==> config.mk <==
export PLATFORM = sky130hd
export DESIGN_NAME = button_morse_decoder_top
export DESIGN_NICKNAME = d
export VERILOG_FILES = /design/src/sv/bmd_pkg.sv /design/src/sv/bmd_cfg.sv /design/src/sv/bmd_step.sv /design/src/sv/button_morse_decoder_top.sv
export VERILOG_INCLUDE_DIRS = /design/src /design/src/sv
export SDC_FILE = /design/constraint.sdc
export NUM_CORES = 1
export LEC_CHECK = 0
export BUFFER_PORTS_ARGS = -buffer_cell sky130_fd_sc_hd__buf_2
export CAP_MARGIN = 25
export CORE_UTILIZATION = 53
export CTS_CLUSTER_DIAMETER = 150
export CTS_CLUSTER_SIZE = 10
export DETAILED_ROUTE_END_ITERATION = 16
export GPL_TIMING_DRIVEN = 1
export HOLD_SLACK_MARGIN = 0.08
export PLACE_DENSITY = 0.88
export SYNTH_ARGS = -nofsm -noshare
export SYNTH_HDL_FRONTEND = slang
export SYNTH_SLANG_ARGS = --single-unit
export TNS_END_PERCENT = 20
==> constraint.sdc <==
create_clock -name clk -period 3.73 [get_ports clk]
set_input_delay 0.5595 -clock clk [delete_from_list [all_inputs] [get_ports clk]]
set_output_delay 0.5595 -clock clk [all_outputs]
set_load 0.1 [all_outputs]
==> src/sv/button_morse_decoder_top_assert.svh <==
// Assertion macros for the Morse key decoder top level.
// Expects clk and rst in the scope where the macros are used.
`ifndef BUTTON_MORSE_DECODER_TOP_ASSERT_SVH
`define BUTTON_MORSE_DECODER_TOP_ASSERT_SVH

// Same-cycle implication, disabled during reset.
`define BMD_ASSERT_NOW(label, ante, cons) \
  label: assert property (@(posedge clk) disable iff (rst) (ante) |-> (cons)) \
    else $error("bmd same-cycle check failed");

// Next-cycle implication, disabled during reset.
`define BMD_ASSERT_NEXT(label, ante, cons) \
  label: assert property (@(posedge clk) disable iff (rst) (ante) |=> (cons)) \
    else $error("bmd next-cycle check failed");

`endif

==> src/sv/bmd_pkg.sv <==
// Shared types, constants and the letter table of the Morse key decoder.
// No dependencies.
package bmd_pkg;

  localparam int MAX_ELEMENTS = 4;
  localparam int CNT_W        = 8;
  localparam int ELEM_W       = 3;
  localparam int PAT_W        = 4;
  localparam int CHAR_W       = 7;

  localparam logic [CNT_W-1:0]  DASH_TICKS_RST = 8'd8;
  localparam logic [CNT_W-1:0]  GAP_TICKS_RST  = 8'd8;
  localparam logic [CNT_W-1:0]  CNT_MAX        = 8'hff;
  localparam logic [CHAR_W-1:0] CHAR_UNKNOWN   = 7'h3f;

  localparam logic ADDR_DASH_TICKS = 1'b0;
  localparam logic ADDR_GAP_TICKS  = 1'b1;

  typedef struct packed {
    logic [CNT_W-1:0]  tick_count;
    logic              in_press;
    logic              dash_seen;
    logic [ELEM_W-1:0] elements_held;
    logic [PAT_W-1:0]  pattern_held;
    logic              indicator_on;
  } bmd_state_t;

  typedef struct packed {
    logic              indicator;
    logic              letter_valid;
    logic [CHAR_W-1:0] letter;
    logic [ELEM_W-1:0] element_count;
    logic [PAT_W-1:0]  element_bits;
  } bmd_result_t;

  typedef struct packed {
    logic [CNT_W-1:0] dash_ticks;
    logic [CNT_W-1:0] gap_ticks;
  } bmd_cfg_t;

  function automatic logic [CHAR_W-1:0] morse_letter(input logic [ELEM_W-1:0] len,
                                                     input logic [PAT_W-1:0] bits);
    logic [CHAR_W-1:0] ch;
    ch = CHAR_UNKNOWN;
    unique case (len)
      3'd1: ch = bits[0] ? 7'h54 : 7'h45;
      3'd2: begin
        unique case (bits[1:0])
          2'd0: ch = 7'h49;
          2'd1: ch = 7'h4e;
          2'd2: ch = 7'h41;
          default: ch = 7'h4d;
        endcase
      end
      3'd3: begin
        unique case (bits[2:0])
          3'd0: ch = 7'h53;
          3'd1: ch = 7'h44;
          3'd2: ch = 7'h52;
          3'd3: ch = 7'h47;
          3'd4: ch = 7'h55;
          3'd5: ch = 7'h4b;
          3'd6: ch = 7'h57;
          default: ch = 7'h4f;
        endcase
      end
      3'd4: begin
        unique case (bits)
          4'd0:  ch = 7'h48;
          4'd1:  ch = 7'h42;
          4'd2:  ch = 7'h4c;
          4'd3:  ch = 7'h5a;
          4'd4:  ch = 7'h46;
          4'd5:  ch = 7'h43;
          4'd6:  ch = 7'h50;
          4'd8:  ch = 7'h56;
          4'd9:  ch = 7'h58;
          4'd11: ch = 7'h51;
          4'd13: ch = 7'h59;
          4'd14: ch = 7'h4a;
          default: ch = CHAR_UNKNOWN;
        endcase
      end
      default: ch = CHAR_UNKNOWN;
    endcase
    return ch;
  endfunction

endpackage

==> src/sv/bmd_cfg.sv <==
// APB-style register file for the dash and gap thresholds.
// Depends on bmd_pkg.
module bmd_cfg
  import bmd_pkg::*;
(
  input  logic        clk,
  input  logic        rst,
  input  logic        psel,
  input  logic        penable,
  input  logic        pwrite,
  input  logic [2:0]  paddr,
  input  logic [31:0] pwdata,
  output logic [31:0] prdata,
  output logic        pready,
  output bmd_cfg_t    cfg
);

  logic wr_en;

  assign wr_en  = psel && penable && pwrite;
  assign pready = 1'b1;

  always_ff @(posedge clk) begin
    if (rst) begin
      cfg.dash_ticks <= DASH_TICKS_RST;
      cfg.gap_ticks  <= GAP_TICKS_RST;
    end else if (wr_en) begin
      unique case (paddr[2])
        ADDR_DASH_TICKS: cfg.dash_ticks <= pwdata[CNT_W-1:0];
        ADDR_GAP_TICKS:  cfg.gap_ticks  <= pwdata[CNT_W-1:0];
        default: ;
      endcase
    end
  end

  always_comb begin
    unique case (paddr[2])
      ADDR_DASH_TICKS: prdata = {{(32-CNT_W){1'b0}}, cfg.dash_ticks};
      ADDR_GAP_TICKS:  prdata = {{(32-CNT_W){1'b0}}, cfg.gap_ticks};
      default:         prdata = '0;
    endcase
  end

endmodule

==> src/sv/bmd_step.sv <==
// Next-state and result logic for one key sample.
// Depends on bmd_pkg.
module bmd_step
  import bmd_pkg::*;
(
  input  bmd_state_t  st,
  input  bmd_cfg_t    cfg,
  input  logic        pressed,
  output bmd_state_t  st_next,
  output bmd_result_t res
);

  logic             edge_seen;
  logic [CNT_W-1:0] cnt_inc;

  assign edge_seen = pressed ^ st.in_press;
  assign cnt_inc   = (st.tick_count == CNT_MAX) ? CNT_MAX : st.tick_count + 1'b1;

  always_comb begin
    st_next = st;
    res     = '0;
    st_next.in_press   = pressed;
    st_next.tick_count = edge_seen ? '0 : cnt_inc;
    if (pressed) begin
      if (edge_seen) begin
        st_next.dash_seen    = 1'b0;
        st_next.indicator_on = 1'b0;
      end
      if (st_next.tick_count >= cfg.dash_ticks) begin
        st_next.dash_seen    = 1'b1;
        st_next.indicator_on = 1'b1;
      end
    end else begin
      st_next.indicator_on = 1'b0;
      if (edge_seen && st.elements_held < ELEM_W'(MAX_ELEMENTS)) begin
        st_next.pattern_held[st.elements_held[1:0]] = st.dash_seen;
        st_next.elements_held = st.elements_held + 1'b1;
      end
      if (st_next.tick_count >= cfg.gap_ticks) begin
        if (st_next.elements_held != '0) begin
          res.letter_valid  = 1'b1;
          res.letter        = morse_letter(st_next.elements_held, st_next.pattern_held);
          res.element_count = st_next.elements_held;
          res.element_bits  = st_next.pattern_held;
        end
        st_next.elements_held = '0;
        st_next.pattern_held  = '0;
      end
    end
    res.indicator = st_next.indicator_on;
  end

endmodule

==> src/sv/button_morse_decoder_top.sv <==
// Morse key decoder top level: input register, state update, result register.
// Depends on bmd_pkg, bmd_cfg, bmd_step and button_morse_decoder_top_assert.svh.
//
// Takes one sampled key level per clock and returns one result per sample; each
// sample passes the input register, then the result register. Throughput is one
// sample per clock while the output is not stalled, set by the combinational
// state update between the two registers; an output stall holds both stages and
// reaches the input stall in the same cycle. Thresholds are written through the
// APB port at 0x0 (dash_ticks) and 0x4 (gap_ticks), both resetting to 8.
`include "button_morse_decoder_top_assert.svh"

module button_morse_decoder_top
  import bmd_pkg::*;
(
  input  logic              clk,
  input  logic              rst,
  input  logic              psel,
  input  logic              penable,
  input  logic              pwrite,
  input  logic [2:0]        paddr,
  input  logic [31:0]       pwdata,
  output logic [31:0]       prdata,
  output logic              pready,
  input  logic              in_valid,
  output logic              in_stall,
  input  logic              pressed,
  output logic              out_valid,
  input  logic              out_stall,
  output logic              indicator,
  output logic              letter_valid,
  output logic [CHAR_W-1:0] letter,
  output logic [ELEM_W-1:0] element_count,
  output logic [PAT_W-1:0]  element_bits
);

  bmd_cfg_t    cfg;
  bmd_state_t  st;
  bmd_state_t  st_next;
  bmd_result_t res_next;
  bmd_result_t res;
  logic        s0_valid;
  logic        s0_pressed;
  logic        s1_load;

  bmd_cfg u_cfg (
    .clk     (clk),
    .rst     (rst),
    .psel    (psel),
    .penable (penable),
    .pwrite  (pwrite),
    .paddr   (paddr),
    .pwdata  (pwdata),
    .prdata  (prdata),
    .pready  (pready),
    .cfg     (cfg)
  );

  bmd_step u_step (
    .st      (st),
    .cfg     (cfg),
    .pressed (s0_pressed),
    .st_next (st_next),
    .res     (res_next)
  );

  assign s1_load  = !out_valid || !out_stall;
  assign in_stall = s0_valid && !s1_load;

  always_ff @(posedge clk) begin
    if (rst) begin
      s0_valid <= 1'b0;
    end else if (!in_stall) begin
      s0_valid <= in_valid;
    end
  end

  always_ff @(posedge clk) begin
    if (!in_stall) begin
      s0_pressed <= pressed;
    end
  end

  always_ff @(posedge clk) begin
    if (rst) begin
      st        <= '0;
      out_valid <= 1'b0;
    end else if (s1_load) begin
      out_valid <= s0_valid;
      if (s0_valid) begin
        st <= st_next;
      end
    end
  end

  always_ff @(posedge clk) begin
    if (s1_load && s0_valid) begin
      res <= res_next;
    end
  end

  assign indicator     = res.indicator;
  assign letter_valid  = res.letter_valid;
  assign letter        = res.letter;
  assign element_count = res.element_count;
  assign element_bits  = res.element_bits;

  `BMD_ASSERT_NOW(a_letter_len, out_valid && letter_valid,
                  element_count != '0 && element_count <= ELEM_W'(MAX_ELEMENTS))
  `BMD_ASSERT_NOW(a_no_letter_zero, out_valid && !letter_valid,
                  letter == '0 && element_count == '0 && element_bits == '0)
  `BMD_ASSERT_NOW(a_ind_dash, out_valid && indicator, st.dash_seen && st.in_press)
  `BMD_ASSERT_NEXT(a_stall_hold, in_stall, s0_valid && $stable(s0_pressed))

endmodule
After elaboration in Yosys (flattened, before gate mapping). Memory sizes are Yosys's and may differ from the RTL's. Cells that the tools add are included. W data, S select, Z words.

Output and inout port bits: 51. Logic and storage cells: 82. Input port bits: 43. Bits in registers: 53. Memories kept: 1. Memory bits (read-only): 112.

Memories: (name not given) (depth 16, width 7, rd ports 1, clocked after memory_dff 0, wr ports 0, RTL line bmd_pkg.sv:68) `unique case (bits)`.

Bitwise gates (word level): 5. Eq/ne operators: 13. Order comparisons: 5. Add/subtract/negate cells: 2. Multiplexer cells: 19. Reductions and logical operators: 21.

Operator list (count): $pmux W32 S2 (1); $pmux W5 S7 (1); $pmux W7 S4 (1); $mux W7 (3); $ge A8 B8 Y1 (2); $mux W8 (2); $mux W15 (1); $eq A3 B2 Y1 const B (4); $eq A3 B3 Y1 const B (4); $pmux W4 S3 (1); $add A8 B1 Y8 const B (1); $eq A8 B8 Y1 const B (1); $eq A3 B1 Y1 const B (2); $logic_and A1 B1 Y1 (6); $mux W1 (6); $reduce_and A2 Y1 (3); $mux W5 (1); $bwmux W4 (1); $not A1 Y1 (4); $reduce_and A4 Y1 (1); $add A3 B1 Y3 const B (1); $logic_not A1 Y1 (3); $logic_not A3 Y1 (1); $lt A2 B3 Y1 const B (1); other kinds (13) (13).

Depth between registers and ports, before layout. Gate-level depths: netlist (run 1).

Depth after elaboration: 11. Mapped depth: 14. Mapped depth without buffers: 13.

Hierarchy. A second synthesis (run 1) with hierarchy kept.

Cell total of the unflattened synthesis: 433. Area, all modules: 3957.5 um^2.

Modules (own cells, without submodules): bmd_step (times used 1, area each 1567.8 um^2, cells each 230, seq. area each 0.0 um^2); button_morse_decoder_top (times used 1, area each 1401.3 um^2, cells each 104, seq. area each 910.9 um^2); bmd_cfg (times used 1, area each 988.4 um^2, cells each 99, seq. area each 320.3 um^2).

Least setup slack after synthesis (run 1). OpenSTA, ideal clock, no wires.

Path type: input -> output. Start point: in paddr[2]. End point: out prdata[1]. Data arrival time: 3.042 ns. Slack: 0.129 ns. Path buffers: 2. Cell stages on the path: 3. Required time: 3.171 ns. Cells stage by stage: clkbuf_1 clkbuf_1 o21ai_0.

Longest elaborated chain between the ends: 2.

Ends and longest elaborated chain: from (decl) (RTL line button_morse_decoder_top.sv:20) `input logic [2:0] paddr,`; $not A1 Y1 (RTL line bmd_cfg.sv:37) `unique case (paddr[2])`; $pmux W32 S2 * (RTL line bmd_cfg.sv:37); to (decl) (RTL line button_morse_decoder_top.sv:22) `output logic [31:0] prdata,`.

Every way passes the cells marked *; elsewhere a longest branch is shown, timed or not. The select of a mux whose other input is x is not followed.

==> metrics.yaml, run 1 <==
floorplan:
  die_h_um: 83.0
  coreArea_um2: 6350
  dieArea_um2: 6890
  io_pins: 94
  std_cell_rows: 29
  start_util_pct: 54.7
  dieWidth_um: 83.0
timing:
  clock_skew_ns: 0.00620
  fmax_mhz: 289
  finalSetupViolCount: 0
  finalHoldViolations: 0
  tns_ns: 0
  final_max_slew_viol_count: 0
  period_share_pct: 92.7
  period_needed_ns: 3.46
  slew-limit-headroom_pct: 36.2
  worstMarginPinSlew_ns: 0.956
  rsz0062_at_grt: "no"
clocking:
  cts_root_buffer: "clkbuf_8"
  postCtsSetupBuffers: 0
  cts.sinks: 53
  cts.clk_slew.worst_paths_ns: 0.09
  cts_tree: "yes"
  cts_buffers: 5
  clockBufferDepth: 2
  clkLatencyLatePin_ns: 0.30
  htree_levels: 2
finish:
  drive_above_1_share_pct: 14.6
  n_antenna_cell: 0
  finalNonFillerCells: 536
  nets: 530
  multi_input_area_um2: 1980
  regArea_um2: 1230
  areaGrowthSynthToFinish_pct: 8.50
  final_cell_area_um2: 3770
  fillerInstances: 554
global_routing:
  antenna_found_initial: 0
  grt_max_degree: 34
  overflow: 0
  grtUsageTotal_pct: 21.5
  grt_pass1_vias: 2789
  grt_pass1_wl_mm: 12.4
worst_setup_path:
  critPathLaunchType: "flip-flop"
  crit_fanout: 6
  critical_path_class: "reg2reg"
  arrival_ns: 3.52
  critPathSlowestCell: "dfxtp_1"
  max_stage_delay_ns: 0.39
  required_ns: 3.79
  end_kind: "flip-flop"
  crit_chain: "ha_1 -> and3_1 -> and3_1 -> nand3_1 -> a21oi_1 -> ha_1 -> a21oi_1 -> nor2b_1 -> a2111oi_0 -> o21ai_0 -> o21ai_0 -> buf_4 -> nor3_1 -> nor2b_1"
logic_synthesis:
  async_reset_ff_share_pct: 0
  synth_top_area_share_pct: 20.7
  synth_top_family_by_area: "compound AO/OA/AOI/OAI gates"
  synthSimpleGateAreaFrac_pct: 18.0
  synth.avg_cell_area_um2: 8.26
  synth_cell_types: 49
  synth.ff_latch_count: 53
  ys_warn_count: 0
  yosys-top-cells-area: "dfxtp_1 (21%), edfxtp_1 (15%), ha_1 (10%)"
  synth_area_um2: 3480
  synth_edf_count: 17
  yosys_most_used_dff: "dfxtp_1"
  synthAdderAreaFrac_pct: 10.4
  synthMuxAreaShare_pct: 4.14
  synth-xor-area-share_pct: 2.48
  synth_cells: 421
  synth-seq-area-share_pct: 35.4
  synth_area_leader_cell: "dfxtp_1"
  synth_compound_area_share_pct: 19.0
routing:
  drc_errors: 0
  first_iter_violations: 197
  viasPerCell: 5.65
  drt.antenna.violating_nets: 0
  totalWireLength_mm: 7.28
  first_pass_iters: 5
  dr_total_vias: 3031
  wl_per_cell_um: 13.6
placement:
  dp_hpwl_mm: 5.36
  portBuffers: 42
  placed_area_um2: 3660
  dpl.cell_count: 528
  gp_congestion: 0.915
power:
  peakVddDrop_mv: 0.220
  leakage_nw: 1.55
  power.density_nw_per_um2: 344
flow_run:
  maxCapViolations: 0
outcome:
  status: "completed"
worst_hold_path:
  hold_path.class: "in2reg"
## timing repair
action                     4_1_cts  5_1_grt
hold buffers                     0        0
setup endpoints to repair        0       13
gates resized for setup          0        1
## worst paths after layout
| kind | end | slack [ns] | from | cells after the start |
|---|---|---|---|---|
| worst max-delay path | letter[5] | 0.27 | st[10] | 14 |
| worst max register to register | letter[5] | 0.27 | st[10] | 14 |
| worst min-delay path | s0_pressed | 0.43 | pressed | 1 |
| worst min register to register | u_cfg.cfg[10] | 0.46 | u_cfg.cfg[10] | 2 |
## through the flow
stage	worst slack [ns]	utilization, %	hold slack [ns]	total power (W)
2_1_floorplan	0.129	-	0.424	0.000933
3_3_place_gp	0.291	57.7	0.440	0.000951
3_5_place_dp	0.195	57.7	0.447	0.000957
4_1_cts	0.181	59.3	0.414	0.00131
5_1_grt	0.00986	59.4	0.420	0.00135
6_report	0.271	59.4	0.425	0.00130
## sequential cells by signal (all words and copies together), names as in the netlist
register / flops
letter: 7
s0_valid: 1
u_cfg.cfg: 16
letter_valid: 1
indicator: 1
out_valid: 1
element_bits: 4
element_count: 3
s0_pressed: 1
st: 18
## kinds of logic after synthesis
group	after synthesis
other	2
buffers and inverters	68
multiplexers	13
AND/OR/NAND/NOR	136
flip-flops	53
adder cells (fa/ha/maj)	29
XOR/XNOR	9
AO/OA/AOI/OAI	111
## critical path, delay by kind of cell, from the launching register on
family | cells | cell delay [ns]
simple gates | 6 | 1.02
buf+inv | 1 | 0.19
compound gates | 5 | 1.08
fa+ha+maj | 2 | 0.53
flops | 1 | 0.39
## area by class of cell
class,instances,share of cell area (%)
multi-input cells,323,52.4
flip-flops and latches,53,32.6
well taps,77,2.55
clock inverters,1,0.133
clock buffers,7,2.59
repair buffers,49,6.97
inverters,26,2.72
## cells in the mapped netlist, types with 2 or more instances
cell	n
nand2_1	58
a21oi_1	46
dfxtp_1	36
nor2_1	30
ha_1	29
o21ai_0	27
buf_4	26
inv_1	25
edfxtp_1	17
clkbuf_1	14
nor3_1	13
nand3_1	12
mux2i_1	7
xnor2_1	7
a211oi_1	5
and3_1	5
nand2b_1	5
a211o_1	4
a21o_1	4
a31oi_1	4
o21a_1	4
mux2_2	3
nor3b_2	3
o22ai_1	3
a221oi_1	2
buf_2	2
conb_1	2
nand3b_1	2
nor2b_1	2
nor4_1	2
o211ai_1	2
o221ai_1	2
o31ai_1	2
## cells in the final DEF (no fill, tap or decap), drive strengths merged, types with 13 or more instances in the layout
cell | Yosys | routed
nor3 | 13 | 13
edfxtp | 17 | 17
dfxtp | 36 | 36
inv | 25 | 25
conb | 2 | 25
o21ai | 27 | 27
buf | 28 | 49
nand2 | 58 | 58
nor2 | 30 | 30
a21oi | 46 | 46
ha | 29 | 29
## report_power, final
| part | switching, W | internal, W |
|---|---|---|
| registers | 0.0000131 | 0.000609 |
| clock network | 0.000179 | 0.000172 |
| logic | 0.000267 | 0.0000575 |
## layer usage
| layer | wire [um] | vias up | global-route usage (%) |
|---|---|---|---|
| met1 | 3100 | 1392 | 25.9 |
| met4 | 123 | 0 | 8.31 |
| met2 | 3630 | 128 | 37.9 |
| met3 | 427 | 14 | 3.78 |
| li1 | - | 1497 | - |
| met5 | 0 | - | 0 |
Power figures use the tool's default switching activity.
==> run 2, diff against run 1 <==
- GPL_TIMING_DRIVEN: 1 -> 0
- SKIP_LAST_GASP: default -> 1
- clock period: 3.73 -> 3.25 ns (I/O delays scaled with it)
==> metrics.yaml, run 2 (synthesis gave the netlist of run 1 again) <==
outcome:
  status: "completed"
clocking:
  cts_root_buffer: "clkbuf_8"
  cts.clk_slew.worst_paths_ns: 0.10
  cts.sinks: 53
  clkLatencyLatePin_ns: 0.32
  cts_tree: "yes"
  clockBufferDepth: 2
  cts_buffers: 5
  htree_levels: 2
  postCtsSetupBuffers: 0
floorplan:
  coreArea_um2: 6350
  dieArea_um2: 6890
  std_cell_rows: 29
  io_pins: 94
  start_util_pct: 54.7
  die_h_um: 83.0
  dieWidth_um: 83.0
finish:
  fillerInstances: 538
  drive_above_1_share_pct: 21.3
  largest_register: "st"
  layout_commonest_cell: "nand2_1"
  largest_reg_flops: 18
  final_cell_mix: "nand2_1 (58), a21oi_1 (44), buf_2 (42)"
  final_core_util_pct: 64.6
  n_antenna_cell: 0
  final_cell_area_um2: 4100
  nets: 564
  areaGrowthSynthToFinish_pct: 18.0
power:
  leakage_nw: 1.70
  fin_total_pwr_w: 0.00157
  power.density_nw_per_um2: 383
  peakVddDrop_mv: 0.263
timing:
  finalHoldViolations: 0
  finalSetupViolCount: 0
  holdWs_ns: 0.339
  fmax_mhz: 320
  final_max_slew_viol_count: 0
  clock_skew_ns: 0.0102
  worstMarginPinSlew_ns: 0.677
  period_share_pct: 96.1
  slew-limit-headroom_pct: 54.9
  period_needed_ns: 3.12
routing:
  dr_total_vias: 3163
  viasPerCell: 5.55
  drc_errors: 0
  totalWireLength_mm: 7.95
  first_pass_iters: 5
  drt.antenna.violating_nets: 0
  first_iter_violations: 244
  wl_per_cell_um: 13.9
worst_setup_path:
  crit_chain: "ha_4 -> and3_4 -> and3_4 -> nand3_4 -> a21o_1 -> ha_1 -> nand2b_1 -> a21o_1 -> a21o_1 -> a211oi_1 -> o21ai_0 -> a21oi_1 -> a21boi_0"
  r2r_cells: 13
  rr_endpoint: "indicator"
  crit_fanout: 9
  max_stage_delay_ns: 0.39
  critical_path_class: "reg2reg"
  crit_buf_inv: 0
  critPathLaunchType: "flip-flop"
  ff2ff_setup_slack_ns: 0.13
  crit_family: "compound AO/OA/AOI/OAI gates"
  reg2reg_from: "st[10]"
  critPathSlowestCell: "dfxtp_4"
  arrival_ns: 3.19
  end_kind: "flip-flop"
  required_ns: 3.32
  crit_top_cell: "a21o_1"
worst_hold_path:
  hold_path.class: "in2reg"
  min_to: "s0_pressed"
  min_path_cells: 1
  min-delay-start: "pressed"
flow_run:
  maxCapViolations: 0
placement:
  dp_hpwl_mm: 5.86
  placed_area_um2: 3890
  portBuffers: 40
  gp_congestion: 0.940
global_routing:
  grt_pass1_wl_mm: 13.0
  grt_max_degree: 19
  antenna_found_initial: 0
  overflow: 0
  grtUsageTotal_pct: 22.7
  grt_pass1_vias: 2914
## run 2: changes by cell type in the layout (fill, tap and decap cells not counted), sizes merged
cell	change
clkinv	-1
buf	+21
clkbuf	+13
inv	+1
## run 2: worst max path at each step
stage	from	to	slack, ns	cells after the start
floorplan	paddr[2]	prdata[1]	-0.21	3
global placement	st[10]	letter[2]	-0.52	14
detailed placement	st[10]	element_bits[0]	-0.57	14
CTS	s0_pressed	letter[3]	0.03	11
global route	st[6]	letter[6]	-0.01	9
finish	st[10]	indicator	0.13	13
## run 2: power breakdown
group          switching (W)  internal [W]
sequential         0.0000113      0.000698
clock               0.000228      0.000220
combinational       0.000321     0.0000922
## run 2: what timing repair did
action | CTS | global route
setup endpoints to repair | 24 | 21
pin swaps | 0 | 3
resized for setup | 12 | 19
hold buffers | 0 | 0
## run 2: area by class of cell
class	instances	area (um^2)	area share, %
repair buffers	41	228	5.55
multi-input cells	323	2060	50.2
plain buffers	42	263	6.41
well taps	77	96.3	2.35
clock inverters	1	6.26	0.153
clock buffers	7	108	2.62
flip-flops and latches	53	1240	30.2
inverters	26	103	2.50
## run 2: routing by layer
layer	wire [um]	track usage (%)
met2	4030	40.3
met5	0	0
met3	369	4.08
met1	3410	27.1
met4	145	8.78
## run 2: stage by stage
step                      setup slack, ns  TNS [ns]  instances
after floorplan                    -0.207     -1.45        444
after global placement             -0.517     -5.92        561
after detailed placement           -0.571     -7.12        562
after CTS                          0.0291         0        570
after global routing              -0.0137   -0.0378        570
final                               0.126         0        570
==> run 3, diff against run 2 <==
- GPL_TIMING_DRIVEN: 0 -> default
==> metrics.yaml, run 3 (synthesis gave the netlist of run 1 again) <==
placement:
  portBuffers: 42
  dp_hpwl_mm: 5.56
  gp_congestion: 0.949
  dpl.cell_count: 543
  placed_area_um2: 3800
timing:
  final_max_slew_viol_count: 0
  fmax_mhz: 319
  worstMarginPinSlew_ns: 0.955
  clock_skew_ns: 0.00956
  finalSetupViolCount: 0
  slew-limit-headroom_pct: 36.3
  finalHoldViolations: 0
  period_needed_ns: 3.14
  holdWs_ns: 0.348
  tns_ns: 0
  period_share_pct: 96.5
clocking:
  htree_levels: 2
  clockBufferDepth: 2
  cts_tree: "yes"
  cts.sinks: 53
  cts_buffers: 5
  clkLatencyLatePin_ns: 0.31
  cts_root_buffer: "clkbuf_8"
  cts.clk_slew.worst_paths_ns: 0.09
routing:
  drc_errors: 0
  first_pass_iters: 4
  totalWireLength_mm: 7.58
  drt.antenna.violating_nets: 0
  wl_per_cell_um: 13.7
  dr_total_vias: 3086
  first_iter_violations: 169
  viasPerCell: 5.59
floorplan:
  std_cell_rows: 29
  dieArea_um2: 6890
  io_pins: 94
  start_util_pct: 54.7
  coreArea_um2: 6350
  die_h_um: 83.0
  dieWidth_um: 83.0
finish:
  drive_above_1_share_pct: 19.2
  layout_commonest_cell: "nand2_1"
  nets: 546
  multi_input_area_um2: 2010
  fillerInstances: 522
  regArea_um2: 1230
  final_cell_area_um2: 3960
  largest_reg_flops: 18
  areaGrowthSynthToFinish_pct: 13.9
  n_antenna_cell: 0
  largest_register: "st"
  final_cell_mix: "nand2_1 (58), a21oi_1 (43), buf_2 (42)"
  finalNonFillerCells: 552
worst_setup_path:
  end_kind: "flip-flop"
  arrival_ns: 3.21
  crit_fanout: 5
  critPathLaunchType: "flip-flop"
  critical_path_class: "reg2reg"
  required_ns: 3.32
global_routing:
  grt_pass1_wl_mm: 12.4
  overflow: 0
  antenna_found_initial: 0
  grtUsageTotal_pct: 21.9
  grt_max_degree: 34
  grt_pass1_vias: 2956
worst_hold_path:
  hold_path.class: "in2reg"
power:
  leakage_nw: 1.65
  peakVddDrop_mv: 0.267
  power.density_nw_per_um2: 387
flow_run:
  maxCapViolations: 0
outcome:
  status: "completed"
## run 3: cell count changes in the layout (fill, tap and decap cells not counted), moves of 2 or more
cell and change:
and3_1 +2, mux2i_4 -2, dfxtp_1 +2, buf_4 -6, mux2i_2 +2, clkbuf_1 -11, buf_12 +2
## run 3: path summary, 6_finish.rpt
| kind | endpoint | slack (ns) | startpoint | cells past startpoint |
|---|---|---|---|---|
| setup / recovery | letter[5] | 0.11 | st[12] | 12 |
| hold / removal | s0_pressed | 0.35 | pressed | 1 |
| setup reg to reg | letter[5] | 0.11 | st[12] | 12 |
| hold reg to reg | u_cfg.cfg[15] | 0.46 | u_cfg.cfg[15] | 2 |
## run 3: where the power goes
part	internal, W	switching [W]	total [W]
registers	0.000699	0.0000111	0.000710
logic	0.0000753	0.000313	0.000389
clock network	0.000220	0.000214	0.000434
total	0.000995	0.000538	0.00153
## run 3: per-stage QoR
stage          worst slack [ns]  util (%)  power (W)
6_report                  0.115      62.3    0.00153
5_1_grt                 -0.0140      62.3    0.00159
4_1_cts                  0.0312      61.6    0.00154
3_5_place_dp             0.0979      59.9    0.00111
3_3_place_gp              0.154      59.9    0.00110
2_1_floorplan            -0.207         -    0.00107
## run 3: final cells by class
type	instances	share of cell area [%]
clock buffer	8	2.81
inverter	26	2.59
multi-input combinational	323	50.7
sequential	53	31.1
tap	77	2.43
timing repair buffer	65	10.3
## run 3: repair_timing
| action | CTS | global route |
|---|---|---|
| endpoints found under the setup margin | 0 | 24 |
| setup buffers | 0 | 1 |
| gates resized for setup | 0 | 11 |
| hold buffers | 0 | 0 |
## run 3: worst max-delay path: stages (launching register included)
cell and delay (ns):
dfxtp_1 0.41, and3_1 0.26, and3_1 0.28, nand3_1 0.13
nor3_1 0.24, a211oi_2 0.09, ha_1 0.31, a2111oi_1 0.44
o21ai_0 0.14, o21ai_1 0.18, buf_4 0.18, nor3_1 0.07
nor2b_1 0.15
## run 3: routing by layer
layer  track usage, %  share of wire (%)  up-vias
li1                 -                  -     1534
met1             24.0                 41     1431
met2             40.9                 52      107
met3             4.08                4.8       14
met4             9.09                1.9        0
met5                0                  0        -
